$ cat src/rtl/tfd_pkg.sv
// Shared types and constants of the telemetry frame deframer.
`default_nettype none

package tfd_pkg;

  typedef enum logic {
    PhaseHunt,
    PhaseInFrame
  } phase_e;

  typedef enum logic {
    KindPayload,
    KindComplete
  } kind_e;

  localparam logic [7:0] MarkerReset = 8'd253;
  localparam logic [8:0] LenPos      = 9'd1;
  localparam logic [8:0] FirstHdrPos = 9'd2;
  localparam logic [8:0] HdrEnd      = 9'd10;
  // The last frame position is the second checksum byte after a full payload.
  localparam logic [8:0] MaxPos      = HdrEnd + 9'd256;

  typedef struct packed {
    kind_e       kind;
    logic [7:0]  payload_byte;
    logic [7:0]  payload_index;
    logic [7:0]  payload_len;
    logic [7:0]  incompat_bits;
    logic [7:0]  compat_bits;
    logic [7:0]  sequence_res;
    logic [7:0]  system_id;
    logic [7:0]  component_id;
    logic [23:0] message_id;
    logic [15:0] frame_checksum;
  } result_t;

endpackage

`default_nettype wire

$ cat src/rtl/telemetry_frame_deframer.sv
// Top level of the telemetry frame deframer.
//
// Link bytes enter on the in channel (in_valid_i, rx_byte_i, in_stall_o) and
// results leave on the out channel (out_valid_o, result fields, out_stall_i).
// A transaction completes at a clock edge where valid is high and stall low.
// Bytes are dropped until one matches the start marker; the frame then runs
// length + 12 bytes. Every payload byte gives one result, and the second
// checksum byte gives a frame complete result carrying header and checksum.
// A result shows on the out channel in the cycle after the byte that caused
// it was accepted. One byte is taken every cycle; the
// only limit is the single result register, so in_stall_o rises only while
// a result is held and out_stall_i is high.
// Reset puts the parser in the hunt, empties the result register and sets
// the start marker to 253. cfg_we_i writes cfg_data_i as the new marker and
// must only be used while no frame is in progress and no result is pending.
`default_nettype none

module telemetry_frame_deframer (
  input  wire logic        clk_i,
  input  wire logic        rst_ni,
  input  wire logic        cfg_we_i,
  input  wire logic [7:0]  cfg_data_i,
  input  wire logic        in_valid_i,
  output logic             in_stall_o,
  input  wire logic [7:0]  rx_byte_i,
  output logic             out_valid_o,
  input  wire logic        out_stall_i,
  output logic             kind_o,
  output logic [7:0]       payload_byte_o,
  output logic [7:0]       payload_index_o,
  output logic [7:0]       payload_len_o,
  output logic [7:0]       incompat_bits_o,
  output logic [7:0]       compat_bits_o,
  output logic [7:0]       sequence_res_o,
  output logic [7:0]       system_id_o,
  output logic [7:0]       component_id_o,
  output logic [23:0]      message_id_o,
  output logic [15:0]      frame_checksum_o
);

  logic             ready;
  logic             step;
  logic             res_valid;
  tfd_pkg::result_t res;
  tfd_pkg::result_t out_res;

  assign in_stall_o = !ready;
  assign step       = in_valid_i && ready;

  tfd_parser u_parser (
    .clk_i       (clk_i),
    .rst_ni      (rst_ni),
    .cfg_we_i    (cfg_we_i),
    .cfg_data_i  (cfg_data_i),
    .step_i      (step),
    .rx_byte_i   (rx_byte_i),
    .res_o       (res),
    .res_valid_o (res_valid)
  );

  tfd_out_reg u_out_reg (
    .clk_i       (clk_i),
    .rst_ni      (rst_ni),
    .res_valid_i (res_valid),
    .res_i       (res),
    .ready_o     (ready),
    .out_valid_o (out_valid_o),
    .out_stall_i (out_stall_i),
    .res_o       (out_res)
  );

  assign kind_o           = out_res.kind;
  assign payload_byte_o   = out_res.payload_byte;
  assign payload_index_o  = out_res.payload_index;
  assign payload_len_o    = out_res.payload_len;
  assign incompat_bits_o  = out_res.incompat_bits;
  assign compat_bits_o    = out_res.compat_bits;
  assign sequence_res_o   = out_res.sequence_res;
  assign system_id_o      = out_res.system_id;
  assign component_id_o   = out_res.component_id;
  assign message_id_o     = out_res.message_id;
  assign frame_checksum_o = out_res.frame_checksum;

endmodule

`default_nettype wire

$ cat src/rtl/tfd_parser.sv
// Frame parser: start-marker hunt, position counter and header capture.
`default_nettype none

module tfd_parser (
  input  wire logic            clk_i,
  input  wire logic            rst_ni,
  input  wire logic            cfg_we_i,
  input  wire logic [7:0]      cfg_data_i,
  input  wire logic            step_i,
  input  wire logic [7:0]      rx_byte_i,
  output tfd_pkg::result_t     res_o,
  output logic                 res_valid_o
);

  tfd_pkg::phase_e  phase_q, phase_d;
  logic [7:0]       marker_q;
  logic [8:0]       pos_q, pos_d;
  logic [7:0]       len_q, len_d;
  logic [7:0][7:0]  hdr_q, hdr_d;
  logic [7:0]       ck_lo_q, ck_lo_d;

  logic [8:0] frame_end;
  logic [2:0] hdr_idx;
  logic       marker_hit, at_len, in_hdr, in_pay, at_ck_lo;

  assign frame_end  = tfd_pkg::HdrEnd + {1'b0, len_q};
  assign hdr_idx    = 3'(pos_q - tfd_pkg::FirstHdrPos);
  assign marker_hit = (rx_byte_i == marker_q);
  assign at_len     = (pos_q == tfd_pkg::LenPos);
  assign in_hdr     = (pos_q < tfd_pkg::HdrEnd);
  assign in_pay     = (pos_q < frame_end);
  assign at_ck_lo   = (pos_q == frame_end);

  // Next phase.
  always_comb begin
    phase_d = phase_q;
    case (phase_q)
      tfd_pkg::PhaseHunt: begin
        if (step_i && marker_hit) begin
          phase_d = tfd_pkg::PhaseInFrame;
        end
      end
      tfd_pkg::PhaseInFrame: begin
        if (step_i && !at_len && !in_hdr && !in_pay && !at_ck_lo) begin
          phase_d = tfd_pkg::PhaseHunt;
        end
      end
      default: phase_d = tfd_pkg::PhaseHunt;
    endcase
  end

  // Field capture and results.
  always_comb begin
    pos_d       = pos_q;
    len_d       = len_q;
    hdr_d       = hdr_q;
    ck_lo_d     = ck_lo_q;
    res_valid_o = 1'b0;

    res_o               = '0;
    res_o.kind          = tfd_pkg::KindPayload;
    res_o.payload_len   = len_q;
    res_o.incompat_bits = hdr_q[0];
    res_o.compat_bits   = hdr_q[1];
    res_o.sequence_res  = hdr_q[2];
    res_o.system_id     = hdr_q[3];
    res_o.component_id  = hdr_q[4];
    res_o.message_id    = {hdr_q[7], hdr_q[6], hdr_q[5]};

    case (phase_q)
      tfd_pkg::PhaseHunt: begin
        if (step_i && marker_hit) begin
          pos_d   = tfd_pkg::LenPos;
          len_d   = '0;
          hdr_d   = '0;
          ck_lo_d = '0;
        end
      end
      tfd_pkg::PhaseInFrame: begin
        if (step_i) begin
          pos_d = pos_q + 9'd1;
          if (at_len) begin
            len_d = rx_byte_i;
          end else if (in_hdr) begin
            hdr_d[hdr_idx] = rx_byte_i;
          end else if (in_pay) begin
            res_valid_o         = 1'b1;
            res_o.payload_byte  = rx_byte_i;
            res_o.payload_index = 8'(pos_q - tfd_pkg::HdrEnd);
          end else if (at_ck_lo) begin
            ck_lo_d = rx_byte_i;
          end else begin
            res_valid_o          = 1'b1;
            res_o.kind           = tfd_pkg::KindComplete;
            res_o.frame_checksum = {rx_byte_i, ck_lo_q};
            pos_d                = '0;
          end
        end
      end
      default: pos_d = '0;
    endcase
  end

  always_ff @(posedge clk_i or negedge rst_ni) begin
    if (!rst_ni) begin
      phase_q  <= tfd_pkg::PhaseHunt;
      marker_q <= tfd_pkg::MarkerReset;
      pos_q    <= '0;
      len_q    <= '0;
      hdr_q    <= '0;
      ck_lo_q  <= '0;
    end else begin
      phase_q <= phase_d;
      pos_q   <= pos_d;
      len_q   <= len_d;
      hdr_q   <= hdr_d;
      ck_lo_q <= ck_lo_d;
      if (cfg_we_i) begin
        marker_q <= cfg_data_i;
      end
    end
  end

  a_hunt_pos_zero : assert property (@(posedge clk_i) disable iff (!rst_ni)
    phase_q == tfd_pkg::PhaseHunt |-> pos_q == '0)
    else $error("position counter not cleared while hunting");

  a_frame_pos_range : assert property (@(posedge clk_i) disable iff (!rst_ni)
    phase_q == tfd_pkg::PhaseInFrame |-> pos_q != '0 && pos_q <= tfd_pkg::MaxPos)
    else $error("frame position out of range");

  a_complete_ends_frame : assert property (@(posedge clk_i) disable iff (!rst_ni)
    res_valid_o && res_o.kind == tfd_pkg::KindComplete |=> phase_q == tfd_pkg::PhaseHunt)
    else $error("frame complete result without return to hunting");

  a_no_result_hunting : assert property (@(posedge clk_i) disable iff (!rst_ni)
    phase_q == tfd_pkg::PhaseHunt |-> !res_valid_o)
    else $error("result produced while hunting");

endmodule

`default_nettype wire

$ cat src/rtl/tfd_out_reg.sv
// Result register that holds one result while the receiver stalls.
`default_nettype none

module tfd_out_reg (
  input  wire logic             clk_i,
  input  wire logic             rst_ni,
  input  wire logic             res_valid_i,
  input  wire tfd_pkg::result_t res_i,
  output logic                  ready_o,
  output logic                  out_valid_o,
  input  wire logic             out_stall_i,
  output tfd_pkg::result_t      res_o
);

  logic             valid_q, valid_d;
  tfd_pkg::result_t data_q;

  // A new transaction may enter when the register is empty or being emptied.
  assign ready_o     = !valid_q || !out_stall_i;
  assign valid_d     = res_valid_i || (valid_q && out_stall_i);
  assign out_valid_o = valid_q;
  assign res_o       = data_q;

  always_ff @(posedge clk_i or negedge rst_ni) begin
    if (!rst_ni) begin
      valid_q <= 1'b0;
    end else begin
      valid_q <= valid_d;
    end
  end

  always_ff @(posedge clk_i) begin
    if (res_valid_i) begin
      data_q <= res_i;
    end
  end

  a_no_overwrite : assert property (@(posedge clk_i) disable iff (!rst_ni)
    res_valid_i |-> ready_o)
    else $error("result written over a stalled result");

  a_load_shows : assert property (@(posedge clk_i) disable iff (!rst_ni)
    res_valid_i |=> out_valid_o && res_o == $past(res_i))
    else $error("loaded result not presented");

  a_drain_empties : assert property (@(posedge clk_i) disable iff (!rst_ni)
    out_valid_o && !out_stall_i && !res_valid_i |=> !out_valid_o)
    else $error("taken result still presented");

endmodule

`default_nettype wire
$ cat config.mk
export PLATFORM = sky130hd
export DESIGN_NAME = telemetry_frame_deframer
export DESIGN_NICKNAME = d
export VERILOG_FILES = /design/src/rtl/tfd_pkg.sv /design/src/rtl/telemetry_frame_deframer.sv /design/src/rtl/tfd_parser.sv /design/src/rtl/tfd_out_reg.sv
export SDC_FILE = /design/constraint.sdc
export NUM_CORES = 1
export LEC_CHECK = 0
export ABC_AREA = 1
export ABC_CLOCK_PERIOD_IN_PS = 6660
export BUFFER_PORTS_ARGS = -buffer_cell sky130_fd_sc_hd__buf_2
export CAP_MARGIN = 40
export CORE_MARGIN = 2
export CORE_UTILIZATION = 51
export CTS_CLUSTER_DIAMETER = 100
export DETAILED_ROUTE_END_ITERATION = 16
export PLACE_DENSITY = 0.78
export SETUP_SLACK_MARGIN = 0.3
export SYNTH_ARGS = -nofsm -noshare
export SYNTH_HDL_FRONTEND = slang
export SYNTH_SLANG_ARGS = --single-unit
$ cat constraint.sdc
create_clock -name clk_i -period 6.66 [get_ports clk_i]
set_input_delay 1.332 -clock clk_i [delete_from_list [all_inputs] [get_ports clk_i]]
set_output_delay 1.332 -clock clk_i [all_outputs]
set_load 0.005 [all_outputs]
=== Yosys cells after proc, flatten, opt, wreduce, memory -nomap -nowiden ===
Cells that the tools add are included.

* $add $sub $neg: 4
* $lt $le $gt $ge: 4
* Eq/ne operators: 11
* Multiplexer cells: 34
* Bitwise gates (word level): 3
* Reduce and logical (&&, ||, !) cells: 24

{| class="wikitable"
|+ Operator list
! kind !! number
|-
| two-way mux 64 bit || 4
|-
| case mux 64 bit (2 select lines) || 1
|-
| two-way mux 8 bit || 9
|-
| bitwise mux 64 bit || 1
|-
| two-way mux 9 bit || 6
|-
| case mux 8 bit (2 select lines) || 2
|-
| demux 8 bit (select 3 bit) || 1
|-
| case mux 9 bit (2 select lines) || 1
|-
| inequality test 2 bit, second input constant || 6
|-
| OR reduction 5 bit || 2
|-
| adder 4 x 8 -> 9 bit, first input constant || 1
|-
| adder 9 x 1 -> 9 bit, second input constant || 1
|-
| == test 9 x 1 -> 1 bit, second input constant || 1
|-
| == test 9 bit || 1
|-
| < comparator 9 x 4 -> 1 bit, second input constant || 1
|-
| < comparator 9 bit || 1
|-
| == test 8 bit || 1
|-
| logical AND 1 bit || 8
|-
| two-way mux 1 bit || 8
|-
| subtractor 8 x 4 -> 8 bit, second input constant || 1
|-
| logical NOT 1 bit || 7
|-
| AND reduction 6 bit || 1
|-
| OR reduction 6 bit || 1
|-
| < comparator 3 x 4 -> 1 bit, second input constant || 1
|-
| 9 further kinds || 13
|}

* Flip-flop bits (word level): 204
* Input bits: 21

=== Longest topological paths before layout ===
Gate-level depths: netlist of the first run.

* Depth after elaboration: 10
* Mapped depth: 15

=== Cells and area by module ===
A second synthesis of the first run with hierarchy kept.

* Cell total of the unflattened synthesis: 752
* Area total of the unflattened synthesis: 8,361.8 µm²

{| class="wikitable"
|+ By module, submodules not included
! module !! instances !! cells each !! area each (µm²) !! seq. area each (µm²)
|-
| tfd_parser || 1 || 640 || 5,156.2 || 2,461.1
|-
| tfd_out_reg || 1 || 109 || 3,194.3 || 3,178.0
|-
| telemetry_frame_deframer || 1 || 3 || 11.3 || 0.0
|}

=== Least setup slack after synthesis of the first run ===
OpenSTA, ideal clock, no wires.

* Path kind: register -> register
* Start point: register u_parser.len_q[1]
* End point: register u_out_reg.data_q (netlist bit u_out_reg.res_o[0]), enable pin
* Library setup time: 0.570 ns
* Arrival: 6.352 ns
* Data required time: 6.090 ns
* Setup slack: -0.263 ns
* Cell stages (with the launch flop): 14
* Period minus slack after synthesis: 6.923 ns
* Path through: dfrtp_1 > ha_1 > o21ai_0 > nor3_1 > xor2_1 > ha_1 > nand2_1 > nor2_1 > nand3b_1 > nand3_1 > nand2_1 > nand2_1 > clkbuf_1 > nor2_1

* Cells in the longest elaborated chain, start to end: 8
* Elaborated cells on any way between the ends: 9
* Classes of those cells: 1 x add/sub; 1 x order compare; 1 x eq/ne; 6 x mux

{| class="wikitable"
|+ Ends and longest elaborated chain
! what !! line !! source
|-
| from (decl) || tfd_parser.sv:18 || <nowiki>logic [7:0] len_q, len_d;</nowiki>
|-
| from (signal assigned) || tfd_parser.sv:115 || <nowiki>len_q <= len_d;</nowiki>
|-
| adder 4 x 8 -> 9 bit * || tfd_parser.sv:26 || <nowiki>assign frame_end = tfd_pkg::HdrEnd + {1'b0, len_q};</nowiki>
|-
| parallel branches: the longest is 2 deep, another holds < comparator 9 bit || - ||
|-
| two-way mux 1 bit * || tfd_parser.sv:86 || <nowiki>end else if (in_pay) begin</nowiki>
|-
| two-way mux 1 bit * || tfd_parser.sv:84 || <nowiki>end else if (in_hdr) begin</nowiki>
|-
| two-way mux 1 bit * || tfd_parser.sv:82 || <nowiki>if (at_len) begin</nowiki>
|-
| two-way mux 1 bit * || tfd_parser.sv:80 || <nowiki>if (step_i) begin</nowiki>
|-
| two-way mux 1 bit * || tfd_parser.sv:70 || <nowiki>case (phase_q)</nowiki>
|-
| net res_valid || telemetry_frame_deframer.sv:43 || <nowiki>logic res_valid;</nowiki>
|-
| to (signal assigned) || tfd_out_reg.sv:34 || <nowiki>data_q <= res_i;</nowiki>
|-
| to (decl) || tfd_out_reg.sv:16 || <nowiki>tfd_pkg::result_t data_q;</nowiki>
|}

Mark *: on every way through the listed nets, which the timed path passes.
A chain may end at the register's enable or synchronous reset.

=== Worst setup path after layout of the first run ===
* Start point: register u_parser.len_q[1]
* End point: register u_out_reg.data_q (netlist bit u_out_reg.res_o[26]), enable pin

Same word-level chain as after synthesis.

==> results of run 1 <==
synth_stat cells, types with 9 or more instances:
master,instances,area [sq um]
clkinv_1,9,33.8
ha_1,17,213
xor2_1,11,96.3
nand2_1,239,897
edfxtp_1,105,3150
nand4_1,73,457
nand3_1,17,85.1
dfrtp_1,92,2300
nor2_1,48,180
inv_1,49,184
o21ai_0,23,115
inv_2,9,33.8
through the flow:
step / cell area, sq um / setup WS, ns / instances / total power, W / util, %
floorplan: 8410 / 1.51 / 757 / 0.00224 / -
global placement: 9130 / 2.89 / 1080 / 0.00243 / 57.1
detailed placement: 9150 / 3.19 / 1081 / 0.00246 / 57.2
CTS: 9930 / 3.20 / 1117 / 0.00377 / 62.1
global route: 9930 / 2.92 / 1117 / 0.00395 / 62.1
finish: 9930 / 3.20 / 1117 / 0.00375 / 62.1
placed cells by master, fill, tap and decap left out, drive strengths merged:
master and n:
or2 2, a21o 1, dfrtp 92, xnor2 1, a21oi 7, nor2 50, o22ai 7, dfstp 7
nand3 20, nand3b 1, edfxtp 105, ha 17, nand4 74, buf 132, xor2 11, o21bai 1
o21ai 24, inv 61, nor3 3, clkinv 11, bufinv 6, clkbuf 25, nand2 243
report_power, final:
group / switching [W] / total, W / leakage [nW] / internal, W
registers: 0.000134 / 0.00165 / 2.31 / 0.00151
clock network: 0.000471 / 0.00131 / 0.382 / 0.000836
logic: 0.000545 / 0.000794 / 1.99 / 0.000249
worst min-delay path by stage:
stage                                         from                       endpoint  cells past startpoint
global placement    u_parser.res_o[78]$_DFFE_PN0P_  u_out_reg.res_o[78]$_DFFE_PP_                      0
CTS                 u_parser.res_o[75]$_DFFE_PN0P_  u_out_reg.res_o[75]$_DFFE_PP_                      0
floorplan           u_parser.res_o[16]$_DFFE_PN0P_  u_out_reg.res_o[16]$_DFFE_PP_                      0
detailed placement  u_parser.res_o[75]$_DFFE_PN0P_  u_out_reg.res_o[75]$_DFFE_PP_                      0
global route        u_parser.res_o[32]$_DFFE_PN0P_  u_out_reg.res_o[32]$_DFFE_PP_                      0
finish              u_parser.res_o[75]$_DFFE_PN0P_  u_out_reg.res_o[75]$_DFFE_PP_                      0
metal layers:
metal	vias up	global-route usage (%)
met5	-	0
met1	2723	29.1
met3	36	3.10
met2	232	32.4
met4	2	6.03
li1	2825	-
state kept, by name, summed over array words and instances (netlist names):
signal and count:
u_parser.marker_q 8, u_parser.ck_lo_q 8, u_out_reg.out_valid_o 1, u_parser.res_o 64, u_parser.phase_q 1, u_parser.pos_q 9, u_out_reg.res_o 105, u_parser.len_q 8
cell families after synthesis:
family | Yosys count
AO/OA/AOI/OAI | 40
XOR/XNOR | 12
buffers and inverters | 91
adder cells (fa/ha/maj) | 17
flip-flops | 204
AND/OR/NAND/NOR | 393
layout make-up:
| type | count | area (sq um) | area share, % |
|---|---|---|---|
| inverter | 67 | 251 | 2.53 |
| multi-input combinational | 462 | 2300 | 23.2 |
| sequential | 204 | 5640 | 56.8 |
| clock inverter | 11 | 216 | 2.18 |
| timing repair buffer | 132 | 688 | 6.93 |
| clock buffer | 25 | 561 | 5.65 |
| tap | 216 | 270 | 2.72 |
==> impl_metrics.csv, run 1 <==
group,metric,value,unit
sta,max_freq,289,MHz
power,vdd_drop_max,232,uV
synthesis,synth-xor-area-share,1.25,%
routing,vias_per_cell,5.21,
sta,setup-violations-final,0,
finish,final_net_count,925,
synthesis,muxShareOfSynthArea,0,%
finish,drive_gt1_share,21.8,%
die,start_util,52.6,%
sta,finClkSkew,0.0102,ns
global_route,antenna_found_initial,1,
routing,vias,5818,
setup_path,endpoint,"u_out_reg.res_o[26]$_DFFE_PP_",
setup_path,path_class,"register to register",
routing,drc,0,
synthesis,syn_avg_cell_area,11.1,sq um
setup_path,crit_start,"u_parser.len_q[1]$_DFFE_PN0P_",
sta,tns,0,ns
placed_design,dp_hpwl,11400,um
routing,wire_per_inst,15.7,um
routing,totalWireLength,17500,um
synthesis,synth_compound_area_share,2.72,%
global_route,grt_pass1_vias,5468,
routing,ant_nets,0,
sta,slew_violations,0,
setup_path,cp-start-kind,"register",
global_route,grt_first_pass_wirelength,28700,um
clock_network,cts_buffers,20,
setup_path,crit_path_frequent_cell,"nand2_1",
synthesis,synthFlopType,"edfxtp_1",
routing,top_layer_used,"met5",
routing,wl_met3,1160,um
setup_path,path_max_fanout,58,
synthesis,synth_top_family_by_area,"simple AND/OR/NAND/NOR gates",
global_route,track_usage,20.3,%
die,core_area,16000,sq um
synthesis,synth-seq-cells,204,
placed_design,port-buffer-count,127,
setup_path,end_kind,"register",
clock_network,clock-sinks,204,
clock_network,clockRootBuffer,"clkbuf_16",
sta,period_needed,3.46,ns
finish,n_antenna_cell,0,
sta,fin_hold_ws,0.445,ns
routing,firstDrtPassIters,5,
setup_path,regToRegEndpoint,"u_out_reg.res_o[26]$_DFFE_PP_",
setup_path,crit_required,6.77,ns
setup_path,r2r_cells,13,
routing,wl_met1,7680,um
clock_network,post_cts_buffers,0,
setup_path,arrival,3.58,ns
die,dieArea,17500,sq um
synthesis,seq_area_frac_synth,67.0,%
global_route,overflow,0,
power,p_per_area,377,nW/um^2
setup_path,path_depth,13,
run,maxCapViolations,0,
synthesis,synth_edf_count,105,
clock_network,cts_htree_levels,1,
sta,slew_headroom,43.3,%
sta,tightest_slew,0.851,ns
routing,dr_wl_met2,8260,um
synthesis,syn_area,8410,sq um
clock_network,clk_latency,0.49,ns
clock_network,clk_path_buf_depth,3,
min_path,hold_class,"register to register",
finish,nFillCells,1252,
synthesis,ys_warn_count,0,
global_route,grt_start_max_net_pins,73,
die,die_w,132,um
die,io_pins,128,
clock_network,cts_resized,0,
synthesis,ys_types,33,
synthesis,synthCells,757,
sta,fin_crit_sh,52.0,%
finish,area_delta_synth_final,18.1,%
setup_path,critPathTopFamily,"simple AND/OR/NAND/NOR gates",
die,die-height,132,um
placed_design,globalplace.congestion,0.892,
setup_path,max_stage_delay,0.62,ns
power,p_leak,4.68,nW
clock_network,holdBufCountCts,0,
sta,hold_violations,0,
setup_path,reg2reg_setup_slack,3.20,ns
synthesis,syn_nets,795,
clock_network,clk_pin_slew,0.06,ns
die,rows,46,
setup_path,path_cells,"ha_1 -> o21ai_0 -> nor3_1 -> xor2_1 -> ha_1 -> nand2_1 -> nor2_1 -> nand3b_1 -> nand3_1 -> nand2_1 -> nand2_1 -> nor2_4 -> buf_4",
run_status,status,"completed",
sta,rsz0062_at_grt,"no",
synthesis,synthSimpleGateAreaFrac,20.8,%
routing,drt_iter0_drc,540,
clock_network,tritoncts,"yes",
setup_path,crit_buf_inv,1,
synthesis,ys_async_sr_fraction,48.5,%
synthesis,synthAdderAreaFrac,2.53,%
setup_path,r2r_start,"u_parser.len_q[1]$_DFFE_PN0P_",
setup_path,slowest_stage,"buf_4",
Note: power is estimated with default switching activity, not from simulation.
==> run 2: changes to the inputs <==
--- a/config.mk
+++ b/config.mk
@@ -6,7 +6,7 @@
 export NUM_CORES = 1
 export LEC_CHECK = 0
 export ABC_AREA = 1
-export ABC_CLOCK_PERIOD_IN_PS = 6660
+export ABC_CLOCK_PERIOD_IN_PS = 3100
 export BUFFER_PORTS_ARGS = -buffer_cell sky130_fd_sc_hd__buf_2
 export CAP_MARGIN = 40
 export CORE_MARGIN = 2
==> constraint.sdc (replaced) <==
create_clock -name clk_i -period 3.1 [get_ports clk_i]
set_input_delay 0.62 -clock clk_i [delete_from_list [all_inputs] [get_ports clk_i]]
set_output_delay 0.62 -clock clk_i [all_outputs]
set_load 0.005 [all_outputs]
==> run 2 against run 1 <==
Die area did not move. Fmax grew 29%. Clock skew grew 0.0079 ns. Clock power rose by 93%. Critical path type unchanged.
==> impl_metrics.csv, run 2 (synthesis results as in run 1) <==
group,metric,value,unit
finish,drive_gt1_share,23.2,%
setup_path,crit_required,3.30,ns
run,maxCapViolations,0,
global_route,grt_start_max_net_pins,71,
die,rows,46,
power,p_seq_share,44.3,%
finish,largest_reg_flops,105,
routing,ant_nets,0,
routing,drt_iter0_drc,634,
placed_design,dp_hpwl,11700,um
clock_network,cts_buffers,21,
setup_path,regToRegEndpoint,"u_out_reg.res_o[83]$_DFFE_PP_",
clock_network,holdBufCountCts,0,
die,dieArea,17500,sq um
sta,hold_violations,0,
routing,wire_per_inst,16.9,um
die,start_util,52.6,%
clock_network,clockRootBuffer,"clkbuf_16",
setup_path,crit_buf_inv,3,
finish,layout_commonest_cell,"nand2_1",
sta,slew_violations,0,
sta,setup-violations-final,0,
setup_path,max_stage_delay,0.40,ns
global_route,antenna_found_initial,0,
finish,fin_util,63.1,%
setup_path,path_max_fanout,17,
sta,fin_crit_sh,86.9,%
sta,fin_hold_ws,0.137,ns
finish,multi_input_area,2330,sq um
die,die_w,132,um
power,p_sw_share,32.4,%
placed_design,globalplace.congestion,0.868,
placed_design,place_area,9260,sq um
die,io_pins,128,
power,p_per_area,787,nW/um^2
setup_path,cp-start-kind,"register",
setup_path,path_depth,14,
power,intPower,0.00537,W
run_status,status,"completed",
setup_path,end_kind,"register",
clock_network,cts_htree_levels,1,
clock_network,clk_pin_slew,0.06,ns
clock_network,clk_path_buf_depth,3,
power,vdd_drop_max,493,uV
finish,layout_common_cells,"nand2_1, buf_2, edfxtp_1",
sta,finClkSkew,0.0181,ns
setup_path,slowest_stage,"dfrtp_1",
die,core_area,16000,sq um
sta,period_needed,2.69,ns
die,die-height,132,um
setup_path,critPathTopFamily,"simple AND/OR/NAND/NOR gates",
finish,post-route-cell-area,10100,sq um
global_route,overflow,0,
setup_path,r2r_start,"u_parser.len_q[2]$_DFFE_PN0P_",
sta,max_freq,371,MHz
setup_path,r2r_cells,14,
routing,totalWireLength,19200,um
finish,area_delta_synth_final,20.0,%
sta,rsz0062_at_grt,"no",
routing,vias,6002,
placed_design,port-buffer-count,127,
routing,vias_per_cell,5.30,
setup_path,crit_path_frequent_cell,"nand2_1",
routing,drc,0,
setup_path,crit_start,"u_parser.len_q[2]$_DFFE_PN0P_",
sta,tns,0,ns
global_route,grt_pass1_vias,5644,
setup_path,endpoint,"u_out_reg.res_o[83]$_DFFE_PP_",
finish,seq_area,5640,sq um
global_route,track_usage,21.2,%
power,combPwrFrac,23.9,%
sta,slew_headroom,58.4,%
finish,final_net_count,940,
power,pwr-share-clk,31.9,%
finish,nFillCells,1277,
finish,n_antenna_cell,0,
setup_path,path_cells,"inv_1 -> o21ai_2 -> nand3_1 -> nor2_1 -> nand2_1 -> ha_1 -> a21o_1 -> nor2_1 -> nand3_2 -> nand2_1 -> nand2_1 -> nor2_4 -> buf_12 -> clkbuf_16",
min_path,hold_class,"primary input to asynchronous set/reset pin",
setup_path,arrival,2.89,ns
setup_path,reg2reg_setup_slack,0.41,ns
sta,tightest_slew,0.623,ns
clock_network,tritoncts,"yes",
routing,firstDrtPassIters,5,
global_route,grt_first_pass_wirelength,29700,um
setup_path,path_class,"register to register",
clock_network,clk_latency,0.50,ns
power,p_leak,4.76,nW
clock_network,clock-sinks,204,
power,p_switching,0.00257,W
==> run 2: cell count changes in the layout (fill, tap and decap cells not counted), moves of 2 or more <==
cell,delta
bufinv_16,-4
buf_4,+6
buf_12,+5
o21ai_2,+2
clkbuf_16,+3
clkbuf_1,+2
o21ai_0,-2
clkinv_1,+2
==> run 2: repair_timing <==
action	4_1_cts	5_1_grt
buffers inserted	0	2
gates resized for setup	0	9
setup endpoints to repair	0	99
==> run 2: area by class of cell <==
cell class | instances | area share (%)
Sequential cell | 204 | 55.9
Multi-Input combinational cell | 462 | 23.1
Timing Repair Buffer | 146 | 9.00
Clock buffer | 28 | 5.77
Tap cell | 216 | 2.68
Inverter | 67 | 2.49
Clock inverter | 10 | 1.10
==> run 2: metrics by stage <==
step,total power [W],std cells,worst slack [ns]
after floorplan,0.00484,757,-0.673
after global placement,0.00532,1089,0.416
after detailed placement,0.00535,1089,0.375
after CTS,0.00790,1127,0.341
after global routing,0.00835,1133,0.309
final,0.00794,1133,0.406
==> run 2: worst min-delay path by stage <==
stage	startpoint	endpoint	slack, ns	cells after the start
floorplan	rst_ni	u_out_reg.out_valid_o$_DFF_PN0_	0.32	0
global placement	u_parser.res_o[34]$_DFFE_PN0P_	u_out_reg.res_o[34]$_DFFE_PP_	0.43	0
detailed placement	u_parser.res_o[53]$_DFFE_PN0P_	u_out_reg.res_o[53]$_DFFE_PP_	0.43	0
CTS	rst_ni	u_parser.res_o[56]$_DFFE_PN0P_	0.14	1
global route	rst_ni	u_parser.res_o[60]$_DFFE_PN0P_	0.18	1
finish	rst_ni	u_parser.res_o[50]$_DFFE_PN0P_	0.14	1
==> run 2: power groups by stage <==
stage / combinational, W / clock, W / sequential (W)
after floorplan: 0.00135 / 0 / 0.00349
after global placement: 0.00176 / 0 / 0.00355
after detailed placement: 0.00179 / 0 / 0.00356
after CTS: 0.00182 / 0.00256 / 0.00351
after global routing: 0.00213 / 0.00267 / 0.00355
final: 0.00190 / 0.00253 / 0.00352
==> run 2: metal layers <==
layer	wire (um)	track usage, %
met5	0	0
met1	8070	29.3
met3	1230	3.03
met2	9310	34.9
met4	547	6.99
